### config.mk
export PLATFORM = sky130hd
export DESIGN_NAME = c5bm_queue
export DESIGN_NICKNAME = d
export VERILOG_FILES = /design/src/rtl/c5bm_pkg.sv /design/src/rtl/c5bm_queue.sv
export SDC_FILE = /design/constraint.sdc
export NUM_CORES = 1
export LEC_CHECK = 0
export BUFFER_PORTS_ARGS = -buffer_cell sky130_fd_sc_hd__buf_4
export CAP_MARGIN = 40
export CORE_AREA = 2 2 159 192
export DETAILED_ROUTE_END_ITERATION = 12
export DIE_AREA = 0 0 161 194
export HOLD_SLACK_MARGIN = 0.05
export PLACE_DENSITY = 0.67
export SKIP_LAST_GASP = 1
export SYNTH_ARGS = -nofsm -noshare
export SYNTH_HDL_FRONTEND = slang
export SYNTH_SLANG_ARGS = --single-unit
export TNS_END_PERCENT = 20
### constraint.sdc
create_clock -name clk -period 7.53 [get_ports clk]
set_input_delay 0.753 -clock clk [delete_from_list [all_inputs] [get_ports clk]]
set_output_delay 0.753 -clock clk [all_outputs]
set_load 0.05 [all_outputs]
### src/rtl/c5bm_pkg.sv
`timescale 1ns / 1ps
package c5bm_pkg;

	localparam int KSIZE       = 5;
	localparam int TAPS        = KSIZE * KSIZE;
	localparam int POOL_SIZE   = 2;
	localparam int MIN_SIZE    = 6;
	localparam int MAX_HEIGHT  = 1024;
	localparam int FRAC_BITS   = 8;

	localparam int SAMPLE_W    = 16;
	localparam int SLOT_W      = 5;
	localparam int IW_W        = 6;
	localparam int IH_W        = 11;
	localparam int VAL_W       = 27;
	localparam int ROW_W       = 10;
	localparam int COL_W       = 5;
	localparam int CFG_IDX_W   = 2;
	localparam int CFG_DATA_W  = 16;

	localparam int PROD_W      = 2 * SAMPLE_W;
	localparam int SC_W        = PROD_W - FRAC_BITS;
	localparam int PART_W      = SC_W + 3;
	localparam int SUM_W       = PART_W + 3;

	localparam int PIPE_STAGES = 5;
	localparam int QDEPTH      = 8;
	localparam int QPTR_W      = $clog2(QDEPTH);
	localparam int QCNT_W      = $clog2(QDEPTH + 1);

	localparam logic ACT_PIXEL = 1'b1;

	typedef enum logic [CFG_IDX_W-1:0] {
		CFG_IMAGE_WIDTH,
		CFG_IMAGE_HEIGHT,
		CFG_BIAS_VALUE,
		CFG_POOL_ENABLE
	} cfg_idx_t;

	typedef enum logic [1:0] {
		OP_DIRECT,
		OP_POOL_INIT,
		OP_POOL_MAX,
		OP_POOL_EMIT
	} op_t;

	typedef struct packed {
		logic [IW_W-1:0]     image_width;
		logic [IH_W-1:0]     image_height;
		logic [SAMPLE_W-1:0] bias_value;
		logic                pool_enable;
	} cfg_t;

	typedef struct packed {
		logic             pixel;
		logic             push;
		op_t              op;
		logic [ROW_W-1:0] row;
		logic [COL_W-1:0] col;
		logic             done;
	} meta_t;

	typedef struct packed {
		logic [VAL_W-1:0] value;
		op_t              op;
		logic [ROW_W-1:0] row;
		logic [COL_W-1:0] col;
		logic             done;
	} job_t;

endpackage

### src/rtl/c5bm_queue.sv
`timescale 1ns / 1ps
module c5bm_queue (
	input  logic                        clk,
	input  logic                        arst_n,
	input  logic                        push,
	input  c5bm_pkg::job_t              push_job,
	input  logic                        pop,
	output c5bm_pkg::job_t              pop_job,
	output logic                        not_empty,
	output logic [c5bm_pkg::QCNT_W-1:0] count
);
	import c5bm_pkg::*;

	job_t              mem_q [QDEPTH];
	logic [QPTR_W-1:0] wptr_q;
	logic [QPTR_W-1:0] rptr_q;
	logic [QCNT_W-1:0] count_q;

	assign pop_job   = mem_q[rptr_q];
	assign not_empty = count_q != '0;
	assign count     = count_q;

	always_ff @(posedge clk or negedge arst_n) begin
		if (!arst_n) begin
			wptr_q  <= '0;
			rptr_q  <= '0;
			count_q <= '0;
		end else begin
			if (push) begin
				wptr_q <= wptr_q + QPTR_W'(1);
			end
			if (pop) begin
				rptr_q <= rptr_q + QPTR_W'(1);
			end
			if (push && !pop) begin
				count_q <= count_q + QCNT_W'(1);
			end else if (pop && !push) begin
				count_q <= count_q - QCNT_W'(1);
			end
		end
	end

	always_ff @(posedge clk) begin
		if (push) begin
			mem_q[wptr_q] <= push_job;
		end
	end

endmodule

Yosys cells after proc, flatten, opt, wreduce, memory -nomap -nowiden
Memory sizes are Yosys's and may differ from the RTL's.
Cells that the tools add are included.
{ "classes": {"n_addsub": 4, "n_mux": 4, "reduce_logical": 6} }
{ "ops": {"columns": ["cell", "n"], "rows": [
  ["$mux W4", 2],
  ["$add A3 B1 Y3 const B", 2],
  ["$add A4 B1 Y4 const B", 1],
  ["$reduce_bool A4 Y1", 1],
  ["$sub A4 B1 Y4 const B", 1],
  ["$logic_and A1 B1 Y1", 2],
  ["$logic_not A1 Y1", 2],
  ["$mux W1", 2],
  ["$reduce_bool A2 Y1", 1]
]} }
{ "totals": {"ff_bits": 10, "mem_bits_rw": 360, "input_bits": 49, "wordCells": 18, "n_memories": 1} }
{ "mem_list": {"columns": ["name", "words", "word_bits", "rd", "rd_clocked_by_memory_dff", "write_ports", "line_no", "source"], "rows": [
  ["mem_q", 8, 45, 1, 0, 1, "c5bm_queue.sv:14", "job_t mem_q [QDEPTH];"]
]} }

Depth between registers and ports, before layout
{ "depth": {"word_depth": 4, "ltp_mapped": 7, "mapped_depth_nobuf": 7} }

Worst setup path before layout
Ideal clock, no wire load.
{ "synth_timing": {"path_type": "input -> register", "from": "in push", "to": "mem mem_q[0][0] (netlist name) (enable)", "t_arrival_ns": 3.925, "path_slack_ns": 3.102, "stages": 2, "n_path_buf": 0, "path_cell_list": "nand2b_1 -> nor3_1"} }
{ "synth_via": {"elab_chain_len": 2} }
{ "synth_rtl": {"columns": ["item", "line_no", "source"], "rows": [
  ["start: declaration", "c5bm_queue.sv:5", "input logic push,"],
  ["$mux W1", "c5bm_queue.sv:44", "if (push) begin"],
  ["$mux W1 (implied by the code)", "c5bm_queue.sv:45", "mem_q[wptr_q] <= push_job;"],
  ["end: declaration", "c5bm_queue.sv:14", null]
]} }
Every way passes these cells.

==> key figures <==
Outcome
  – Status: finished, final reports clean

Clocking
  – CTS resizes: 0
  – CTS tree: done
  – Clk Latency, worst-skew pair: 0.52 ns
  – H-tree levels: 2
  – CTS Buffer Depth: 3
  – Post-CTS setup buffer count: 0
  – Clk slew on worst S/H paths: 0.06 ns
  – Root Buffer: clkbuf_16
  – Num CTS Buffers: 38
  – CTS sink count: 370

Floorplan
  – Die area: 0.03123 mm^2
  – # IOs: 99
  – Die X: 161 um
  – Std-Cell Rows: 69
  – Initial core utilization: 0.4922
  – Core footprint: 0.02935 mm^2
  – Die Y: 194 um

Job
  – Number of max-cap violations: 0

Timing
  – Minimum clock period: 4.211 ns
  – Final Hold Viols: 0
  – Least-Margin Pin Slew: 0.8352 ns
  – Final period utilization: 0.5592
  – Max Fclk: 237.5 MHz
  – Endpoints failing setup: 0
  – Slew Viols, Final: 0
  – RSZ-0062 raised after global routing: no
  – Total negative slack: 0 ns
  – Slew headroom: 0.4432
  – Clk_skew: 0.02156 ns

GRT
  – Initial antenna violation count: 1
  – GR Overflow Total: 0
  – Vias in the first global route: 6848
  – GRT Util Overall: 0.1784
  – Largest net degree at the start of global routing: 57
  – First-pass GRT wire length: 41.25 mm

Synthesis
  – Largest family of logic cells by synthesized area: multiplexers
  – Yosys warns: 0
  – Area fraction in compound gates after synthesis: 0.002858
  – Register area share after synthesis: 0.7655
  – Post-Syn Area: 0.01445 mm^2
  – Post-Synth Adder-Cell Area: 0.005715
  – Syn_nets: 634
  – Mapped Avg Cell Area: 24.95 um^2
  – Number of distinct library cells after synthesis: 27
  – Synth Area in Simple Gates: 0.008140
  – FF+latch count, synth: 370
  – Synth Area in XOR/XNOR: 0.003637
  – Multiplexer area fraction after synthesis: 0.2015
  – Mapped Cells: 579

Placement
  – Hpwl dp: 14.97 mm
  – GPL Wtd Cong: 0.7246
  – Cell Area, Placed: 0.01566 mm^2
  – Port Buffers: 98

Power and ir drop
  – LEAKAGE: 5.748 nW
  – Pwr Density: 421.2 mW/mm^2
  – Worst vdd ir: 0.2413 mV

Route
  – Via density: 5.614
  – Vias: 6305
  – Post-route DRC: 0
  – Routed WL: 27.15 mm
  – Pre-antenna DRT Iters: 4
  – WL/cell: 24.17 um
  – Routed Antenna Nets: 0
  – Detailed router's first-iteration violation count: 443

Setup path
  – CP required: 6.78 ns
  – Critical Path, Cell by Cell: buf_4 > mux4_1 > mux2_2 > buf_4
  – Slowest stage delay, CP: 0.91 ns
  – Worst-path fanout max: 50
  – Worst Setup Start Kind: flop
  – Crit path arrival time: 3.46 ns
  – CP max-delay cell: dfrtp_4
  – Cell family with most CP delay: buffers and inverters
  – Kind of critical path: reg2out
  – Endpoint type of the worst setup path: output port
  – CP most frequent cell: buf_4
  – Worst Path Buf+Inv: 2

Layout
  – Layout cells sized above 1: 0.3019
  – Most common cell after layout, fill and taps aside: edfxtp_1
  – Synth-to-layout area growth: 16.68%
  – Nets@finish: 760
  – Commonest cells after routing, fill and taps aside: 360 x edfxtp_1, 111 x buf_4, 89 x mux4_1
  – Post-route cell area: 0.01686 mm^2

Hold path
  – Hold Path Class: in2reg
## cell type report
class                   instances  area [um^2]
fillers                      2124        12490
well taps                     390        488.0
repair buffers                112        843.3
inverters                       2        7.507
diodes                          1        2.502
clock buffers                  48         1010
flip-flops and latches        370        11070
clock inverters                19        177.7
multi-input cells             181         3261
## worst paths after layout
check                           from            to  slack [ns]  cells after the start
setup / recovery           rptr_q[0]   pop_job[22]        3.32                      4
hold / removal                   pop     rptr_q[0]        0.46                      2
setup reg to reg           wptr_q[1]  mem_q[5][14]        5.25                      3
hold reg to reg             count[2]      count[2]        0.56                      2
max in group asynchronous     arst_n     rptr_q[1]        6.74                      2
min in group asynchronous     arst_n     wptr_q[1]        0.60                      2
## worst register-to-register path: cells and delay by family (launching register included)
family / cells / cell delay, ns
buffers and inverters: 1 / 0.57
and+or+nand+nor: 2 / 0.91
DFF: 1 / 0.41
## stage by stage
stage / utilization / instances / power (mW) / hold slack [ns] / setup WS [ns]
2_1_floorplan: - / 579 / 4.673 / 0.4574 / 3.102
3_3_place_gp: 0.5335 / 1054 / 5.361 / 0.5333 / 3.877
3_5_place_dp: 0.5335 / 1054 / 5.406 / 0.5474 / 3.863
4_1_cts: 0.5743 / 1122 / 7.186 / 0.4384 / 3.272
5_1_grt: 0.5743 / 1123 / 7.381 / 0.4369 / 3.198
6_report: 0.5743 / 1123 / 7.101 / 0.4589 / 3.319
## synthesized netlist by cell type
cell,count,area [um^2]
a2111o_1,1,11.26
dfrtp_1,10,250.2
inv_1,2,7.510
buf_6,10,112.6
nand2b_1,3,18.77
a21oi_1,2,10.01
or3_1,1,6.260
ha_1,5,62.56
nor2_1,6,22.52
xor2_1,2,17.52
o21ai_0,1,5.000
nor3_1,3,15.01
mux4_2,1,22.52
edfxtp_1,360,10810
mux2_2,48,540.5
nand3_1,2,10.01
mux2i_1,1,10.01
nand3b_1,1,7.510
or4_1,2,15.01
clkbuf_1,4,15.01
mux4_1,89,2338
buf_2,2,10.01
o211ai_1,2,15.01
buf_1,10,37.54
xnor2_1,4,35.03
nand2_1,6,22.52
fa_1,1,20.02
## report_power, final
part	leakage (nW)	switching, mW	internal (mW)
clock network	0.569	0.725	1.05
registers	3.39	0.200	2.59
logic	1.79	1.54	0.990
total	5.75	2.46	4.64
## sequential cells by signal, summed over array words and instances (netlist names)
| name | cells |
|---|---|
| wptr_q | 3 |
| count | 4 |
| rptr_q | 3 |
| mem_q | 360 |
## kinds of logic after synthesis
family                   after synthesis
flip-flops                           370
multiplexers                         139
buffers and inverters                 28
AND/OR/NAND/NOR                       24
AO/OA/AOI/OAI                          6
XOR/XNOR                               6
adder cells (fa/ha/maj)                6
## repair_timing
action / in CTS / in global routing
endpoints found under the setup margin: 0 / 0
hold endpoints to repair: 2 / 0
hold buffers: 1 / 0
## routing by layer
| metal | track usage | up-vias | part of all wire |
|---|---|---|---|
| met5 | 0 | - | 0 |
| li1 | - | 2800 | - |
| met1 | 0.2216 | 3288 | 0.40 |
| met2 | 0.3130 | 167 | 0.52 |
| met4 | 0.06283 | 0 | 0.030 |
| met3 | 0.03551 | 50 | 0.047 |
(Power assumes the default switching activity.)
