[config.mk]
export PLATFORM = sky130hd
export DESIGN_NAME = c5bm_back
export DESIGN_NICKNAME = d
export VERILOG_FILES = /design/src/rtl/c5bm_pkg.sv /design/src/rtl/c5bm_back.sv
export SDC_FILE = /design/constraint.sdc
export NUM_CORES = 1
export LEC_CHECK = 0
export BUFFER_PORTS_ARGS = -buffer_cell sky130_fd_sc_hd__buf_2
export CAP_MARGIN = 20
export CELL_PAD_IN_SITES_DETAIL_PLACEMENT = 0
export CELL_PAD_IN_SITES_GLOBAL_PLACEMENT = 1
export CORE_MARGIN = 8
export CORE_UTILIZATION = 58
export CTS_CLUSTER_SIZE = 24
export DETAILED_ROUTE_END_ITERATION = 10
export PLACE_DENSITY_LB_ADDON = 0.15
export SLEW_MARGIN = 30
export SYNTH_ARGS = -nofsm -noshare
export SYNTH_HDL_FRONTEND = slang
export SYNTH_SLANG_ARGS = --single-unit
[constraint.sdc]
create_clock -name clk -period 9.2 [get_ports clk]
set_input_delay 1.84 -clock clk [delete_from_list [all_inputs] [get_ports clk]]
set_output_delay 1.84 -clock clk [all_outputs]
set_load 0.01 [all_outputs]
[src/rtl/c5bm_pkg.sv]
`timescale 1ns / 1ps
package c5bm_pkg;

	localparam int KSIZE       = 5;
	localparam int TAPS        = KSIZE * KSIZE;
	localparam int POOL_SIZE   = 2;
	localparam int MIN_SIZE    = 6;
	localparam int MAX_HEIGHT  = 1024;
	localparam int FRAC_BITS   = 8;

	localparam int SAMPLE_W    = 16;
	localparam int SLOT_W      = 5;
	localparam int IW_W        = 6;
	localparam int IH_W        = 11;
	localparam int VAL_W       = 27;
	localparam int ROW_W       = 10;
	localparam int COL_W       = 5;
	localparam int CFG_IDX_W   = 2;
	localparam int CFG_DATA_W  = 16;

	localparam int PROD_W      = 2 * SAMPLE_W;
	localparam int SC_W        = PROD_W - FRAC_BITS;
	localparam int PART_W      = SC_W + 3;
	localparam int SUM_W       = PART_W + 3;

	localparam int PIPE_STAGES = 5;
	localparam int QDEPTH      = 8;
	localparam int QPTR_W      = $clog2(QDEPTH);
	localparam int QCNT_W      = $clog2(QDEPTH + 1);

	localparam logic ACT_PIXEL = 1'b1;

	typedef enum logic [CFG_IDX_W-1:0] {
		CFG_IMAGE_WIDTH,
		CFG_IMAGE_HEIGHT,
		CFG_BIAS_VALUE,
		CFG_POOL_ENABLE
	} cfg_idx_t;

	typedef enum logic [1:0] {
		OP_DIRECT,
		OP_POOL_INIT,
		OP_POOL_MAX,
		OP_POOL_EMIT
	} op_t;

	typedef struct packed {
		logic [IW_W-1:0]     image_width;
		logic [IH_W-1:0]     image_height;
		logic [SAMPLE_W-1:0] bias_value;
		logic                pool_enable;
	} cfg_t;

	typedef struct packed {
		logic             pixel;
		logic             push;
		op_t              op;
		logic [ROW_W-1:0] row;
		logic [COL_W-1:0] col;
		logic             done;
	} meta_t;

	typedef struct packed {
		logic [VAL_W-1:0] value;
		op_t              op;
		logic [ROW_W-1:0] row;
		logic [COL_W-1:0] col;
		logic             done;
	} job_t;

endpackage

[src/rtl/c5bm_back.sv]
`timescale 1ns / 1ps
module c5bm_back #(
	parameter int MAX_WIDTH = 32
) (
	input  logic                       clk,
	input  logic                       arst_n,
	input  c5bm_pkg::job_t             job,
	input  logic                       not_empty,
	output logic                       pop,
	output logic                       res_valid,
	input  logic                       res_stall,
	output logic [c5bm_pkg::VAL_W-1:0] feature_value,
	output logic [c5bm_pkg::ROW_W-1:0] out_row,
	output logic [c5bm_pkg::COL_W-1:0] out_col,
	output logic                       map_done
);
	import c5bm_pkg::*;

	localparam int PDEPTH = MAX_WIDTH / POOL_SIZE;
	localparam int PAW    = $clog2(PDEPTH);

	logic [VAL_W-1:0] pool_q [PDEPTH];
	logic [PAW-1:0]   idx;
	logic [VAL_W-1:0] old_val;
	logic [VAL_W-1:0] max_val;
	logic [VAL_W-1:0] emit_val;
	logic [VAL_W-1:0] pool_wd;
	logic             pool_we;
	logic             emits;
	logic             out_free;
	logic             res_valid_q;

	assign idx      = PAW'(job.col);
	assign old_val  = pool_q[idx];
	assign max_val  = (job.value > old_val) ? job.value : old_val;
	assign out_free = !res_valid_q || !res_stall;
	assign pop      = not_empty && (out_free || !emits);

	always_comb begin
		emits    = 1'b0;
		pool_we  = 1'b0;
		pool_wd  = max_val;
		emit_val = max_val;
		case (job.op)
			OP_DIRECT: begin
				emits    = 1'b1;
				emit_val = job.value;
			end
			OP_POOL_INIT: begin
				pool_we = 1'b1;
				pool_wd = job.value;
			end
			OP_POOL_MAX: begin
				pool_we = 1'b1;
			end
			OP_POOL_EMIT: begin
				pool_we = 1'b1;
				emits   = 1'b1;
			end
			default: begin
				emits   = 1'b0;
				pool_we = 1'b0;
			end
		endcase
	end

	always_ff @(posedge clk) begin
		if (pop && pool_we) begin
			pool_q[idx] <= pool_wd;
		end
		if (pop && emits) begin
			feature_value <= emit_val;
			out_row       <= job.row;
			out_col       <= job.col;
			map_done      <= job.done;
		end
	end

	always_ff @(posedge clk or negedge arst_n) begin
		if (!arst_n) begin
			res_valid_q <= 1'b0;
		end else if (pop && emits) begin
			res_valid_q <= 1'b1;
		end else if (!res_stall) begin
			res_valid_q <= 1'b0;
		end
	end

	assign res_valid = res_valid_q;

endmodule

Yosys cells after proc, flatten, opt, wreduce, memory -nomap -nowiden
Memories as Yosys holds them, arrays and structs flattened.
Cells that the tools add are included.
{ "word_totals": {"register_bits": 44, "mem_bits_rw": 432, "in_bits": 49, "memories": 1} }
{ "op_classes": {"magnitude_cmp": 1, "n_eq_ne": 4, "n_mux": 9, "reduce_logical": 11} }
{ "memory_table": {"columns": ["name", "depth", "word_bits", "read_ports", "rd_clocked_by_memory_dff", "write_ports", "line_no", "rtl"], "rows": [
  ["pool_q", 16, 27, 1, 0, 1, "c5bm_back.sv:22", "logic [VAL_W-1:0] pool_q [PDEPTH];"]
]} }
{ "op_table": {"columns": ["op", "count"], "rows": [
  ["27-bit 2-to-1 mux", 3],
  ["27-bit greater-than comparator", 1],
  ["1-bit 2-to-1 mux", 6],
  ["2-bit == test (second input constant)", 2],
  ["1-bit logical AND", 3],
  ["1-bit logical NOT", 3],
  ["3-bit OR reduction", 1],
  ["2-bit by 1-bit == test with 1-bit output (second input constant)", 1],
  ["2-bit logical NOT", 1],
  ["1-bit logical OR", 2],
  ["2-bit by 1-bit != test with 1-bit output (second input constant)", 1],
  ["2-bit OR reduction", 1]
]} }

Longest topological paths before layout
{ "depth": {"ltp_word": 9, "depth_mapped": 14, "depth_no_buf": 10} }

Least setup slack after synthesis
No wires, ideal clock.
{ "synth_path": {"path_kind": "in2reg", "from": "input port job[1] (netlist name)", "to": "memory pool_q[0][10], data pin", "t_arrival_ps": 5331, "required_time_ps": 8915, "slack_ps": 3584, "stages": 14, "path_cell_list": "clkbuf_1 > buf_6 > buf_6 > mux4_2 > mux4_2 > inv_1 > ha_1 > and3b_1 > a211oi_1 > o32ai_1 > o31a_1 > nor3_4 > buf_4 > mux2_2"} }
{ "synth_via": {"elab_chain_len": 4} }
{ "synth_rtl": {"columns": ["element", "line_no", "rtl"], "rows": [
  ["start: declaration", "c5bm_back.sv:7", "input c5bm_pkg::job_t job,"],
  ["memory 16 x 27 bit (*)", null, null],
  ["27-bit greater-than comparator", "c5bm_back.sv:35", "assign max_val = (job.value > old_val) ? job.value : old_val;"],
  ["27-bit 2-to-1 mux (*)", "c5bm_back.sv:35", null],
  ["27-bit 2-to-1 mux (*)", "c5bm_back.sv:44", "case (job.op)"],
  ["named net pool_wd[10]", "c5bm_back.sv:27", "logic [VAL_W-1:0] pool_wd;"],
  ["end: declaration", "c5bm_back.sv:22", null]
]} }
The timed path passes the listed nets; every way through them passes the cells marked *.

Final worst setup path
{ "layout_path": {"from": "input port job[1] (netlist name)", "to": "memory pool_q[3][7], data pin"} }
Same word-level chain as after synthesis.

==> flow_summary_export.csv <==
group,metric,value,unit
clock_tree,clockBufferDepth,3,
clock_tree,post-cts-setup-buffers,0,
sta,slew_headroom,37.40,%
grt,grt_pass1_wl,63.60,mm
run_status,outcome,"completed",
synthesis,synth_top_area_share,74.92,%
die,initial_utilization,58.66,%
sta,worst_pin_slew,0.9381,ns
drt,vias_per_cell,6.392,
grt,antenna_found_initial,0,
sta,slew_violations,0,
critical_path,path_buf_inv,4,
critical_path,rrSetupSlack,4.65,ns
power,ir_worst_vdd,0.0001712,V
clock_tree,clk_latency,0.56,ns
synthesis,netlist_area,0.01904,sq mm
clock_tree,postCtsHoldBufs,0,
sta,skew,0.02289,ns
synthesis,syn_nets,910,
synthesis,ys_seq_area_share,75.05,%
power,p_leak,7.142,nW
clock_tree,cts_made_buffers,48,
clock_tree,cts-resized-gates,0,
die,chipHeight,197.2,um
placed_design,dp_hpwl,24.82,mm
sta,setup_viol,0,
critical_path,crit_path_max_incr_delay,0.72,ns
power,powerDensity,223.1,mW/mm^2
critical_path,crit_fanout,64,
clock_tree,clkTransAtPathRegs,0.06,ns
clock_tree,clkSinkCount,476,
critical_path,slowest_stage,"buf_4",
grt,grt_usage,22.50,%
clock_tree,cts_root_buf,"clkbuf_16",
synthesis,ys_warn_count,0,
die,rows,66,
drt,first_pass_iters,5,
clock_tree,tritoncts,"done",
final_layout,nNetsFinal,1042,
critical_path,worstSetupPathType,"in2reg",
grt,grt_max_degree,65,
drt,routedWlPerCell,29.84,um
critical_path,start_kind,"input pin",
clock_tree,htreeDepth,2,
drt,route.detailed.drc,0,
die,die_w,197.2,um
synthesis,avgSynthCellArea,22.88,sq um
critical_path,required,9.46,ns
sta,tns,0,ns
critical_path,worstPathCellList,"buf_6 -> buf_4 -> mux4_2 -> mux4_2 -> inv_1 -> ha_1 -> nand4_1 -> nor3_1 -> a22oi_1 -> nor3_4 -> buf_4 -> mux2_2",
synthesis,synth_cells,832,
sta,hold_viol,0,
final_layout,drive_above_1_share,39.06,%
sta,fin_crit,7.022,ns
synthesis,synth-seq-cells,476,
sta,max_freq,142.4,MHz
critical_path,cp_top_family,"buffers and inverters",
placed_design,port_buffers,93,
final_layout,area_growth_syn_to_layout,13.75,%
drt,drtIter0Drc,860,
sta,finalCritPeriodShare,76.33,%
final_layout,post-route-util,66.73,%
critical_path,cp-end-kind,"flip-flop",
worst_hold_path,worstHoldPathType,"reg2reg",
die,coreArea,0.03245,sq mm
synthesis,ys_types,31,
grt,grt_pass1_vias,9639,
flow_run,max-cap-violations,0,
grt,grt_overflow_total,0,
synthesis,synth.area.top_cells,"edfxtp_1 (75%), mux4_2 (16%), mux2_2 (3.2%)",
drt,vias,9191,
final_layout,antenna_cells,0,
die,ios,94,
die,die_area,0.03888,sq mm
critical_path,cp.arrival,7.28,ns
drt,ant_nets,0,
drt,routed_wl,42.90,mm
sta,rsz0062_at_grt,"false",
synthesis,synth_top_area_cell,"edfxtp_1",
placed_design,finalWeightedCongestion,0.8111,
[kinds of logic after synthesis]
| logic type | Yosys count | share of synthesized area, % |
|---|---|---|
| simple gates | 47 | 1.354 |
| flops | 476 | 75.05 |
| compound gates | 24 | 0.7427 |
| fa+ha+maj | 29 | 1.906 |
| mux | 189 | 19.16 |
| buf+inv | 67 | 1.781 |
[sequential cells by signal, indices dropped and copies added (netlist names)]
register / flops
res_valid: 1
pool_q: 432
out_row: 10
feature_value: 27
out_col: 5
map_done: 1
[layout make-up]
class                   instances  area (sq um)
flip-flops and latches        476         14290
fillers                      2067         10800
multi-input cells             289          4503
clock buffers                  61          1292
repair buffers                119         671.9
well taps                     442         553.0
clock inverters                21         234.0
inverters                      30         112.6
[synthesized netlist by cell type, drive strengths merged]
master  instances
mux4          135
a211oi          2
nand2           6
mux2           54
nand3           2
buf            23
a21o            1
and3b           1
nor3            8
or4             1
inv            30
o32ai           1
nor2b           1
clkbuf         14
a22oi           1
nand3b          2
nand2b          3
a221oi          1
ha             29
o31a            1
a21oi          10
nand4           7
o21ai           7
nor2           15
nor4            1
dfrtp           1
edfxtp        475
[placed cells by master (no fill, tap or decap), types with 5 or more instances in the layout]
cell and instances:
clkbuf_16 50, a21oi_1 10, bufinv_16 5, ha_1 29
inv_1 30, nand2_1 6, nor2_2 10, buf_2 90
nor3_4 6, clkinv_2 5, nand4_1 7, buf_4 28
clkinv_1 9, o21ai_0 7, mux4_2 135, mux2_2 54
clkbuf_1 11, edfxtp_1 475
[worst reg2reg max path: cells and delay by family, from the launching register on]
| kind | cells | cell delay, ns |
|---|---|---|
| flops | 1 | 0.39 |
| simple gates | 3 | 1.27 |
| mux | 3 | 1.54 |
| fa+ha+maj | 1 | 0.14 |
| compound gates | 1 | 0.37 |
| buf+inv | 2 | 0.56 |
[layer usage]
layer	wire (um)	part of all wire, %	GRT usage (%)	up-vias
li1	-	-	-	3786
met1	17200	40	30.80	4894
met2	21610	50	37.18	451
met3	3253	7.6	4.276	60
met4	848	2.0	5.963	0
met5	0	0	0	-
[where the power goes]
group          total (mW)  switching, mW  internal [mW]
logic               0.414          0.256          0.158
registers            2.52         0.0105           2.51
clock network        1.90          0.770           1.13
total                4.83           1.04           3.80
[worst paths after layout]
check | from | endpoint | depth (start not counted)
setup / recovery | job[1] | pool_q[3][7] | 12
hold / removal | res_valid | res_valid | 2
setup reg to reg | pool_q[6][8] | pool_q[3][7] | 10
hold reg to reg | res_valid | res_valid | 2
max in group asynchronous | arst_n | res_valid | 1
min in group asynchronous | arst_n | res_valid | 1
[metrics by stage]
step	std cells	power, mW	hold WS, ns	setup slack (ns)	instance area, sq um
after CTS	1438	4.857	0.5089	2.225	21650
after global placement	1356	2.960	0.4710	1.726	20090
after floorplan	832	2.841	0.5272	3.584	19040
final	1438	4.832	0.5043	2.178	21660
after detailed placement	1356	2.981	0.4969	1.674	20120
after global routing	1438	4.972	0.5562	1.868	21660
(Power assumes the default switching activity.)
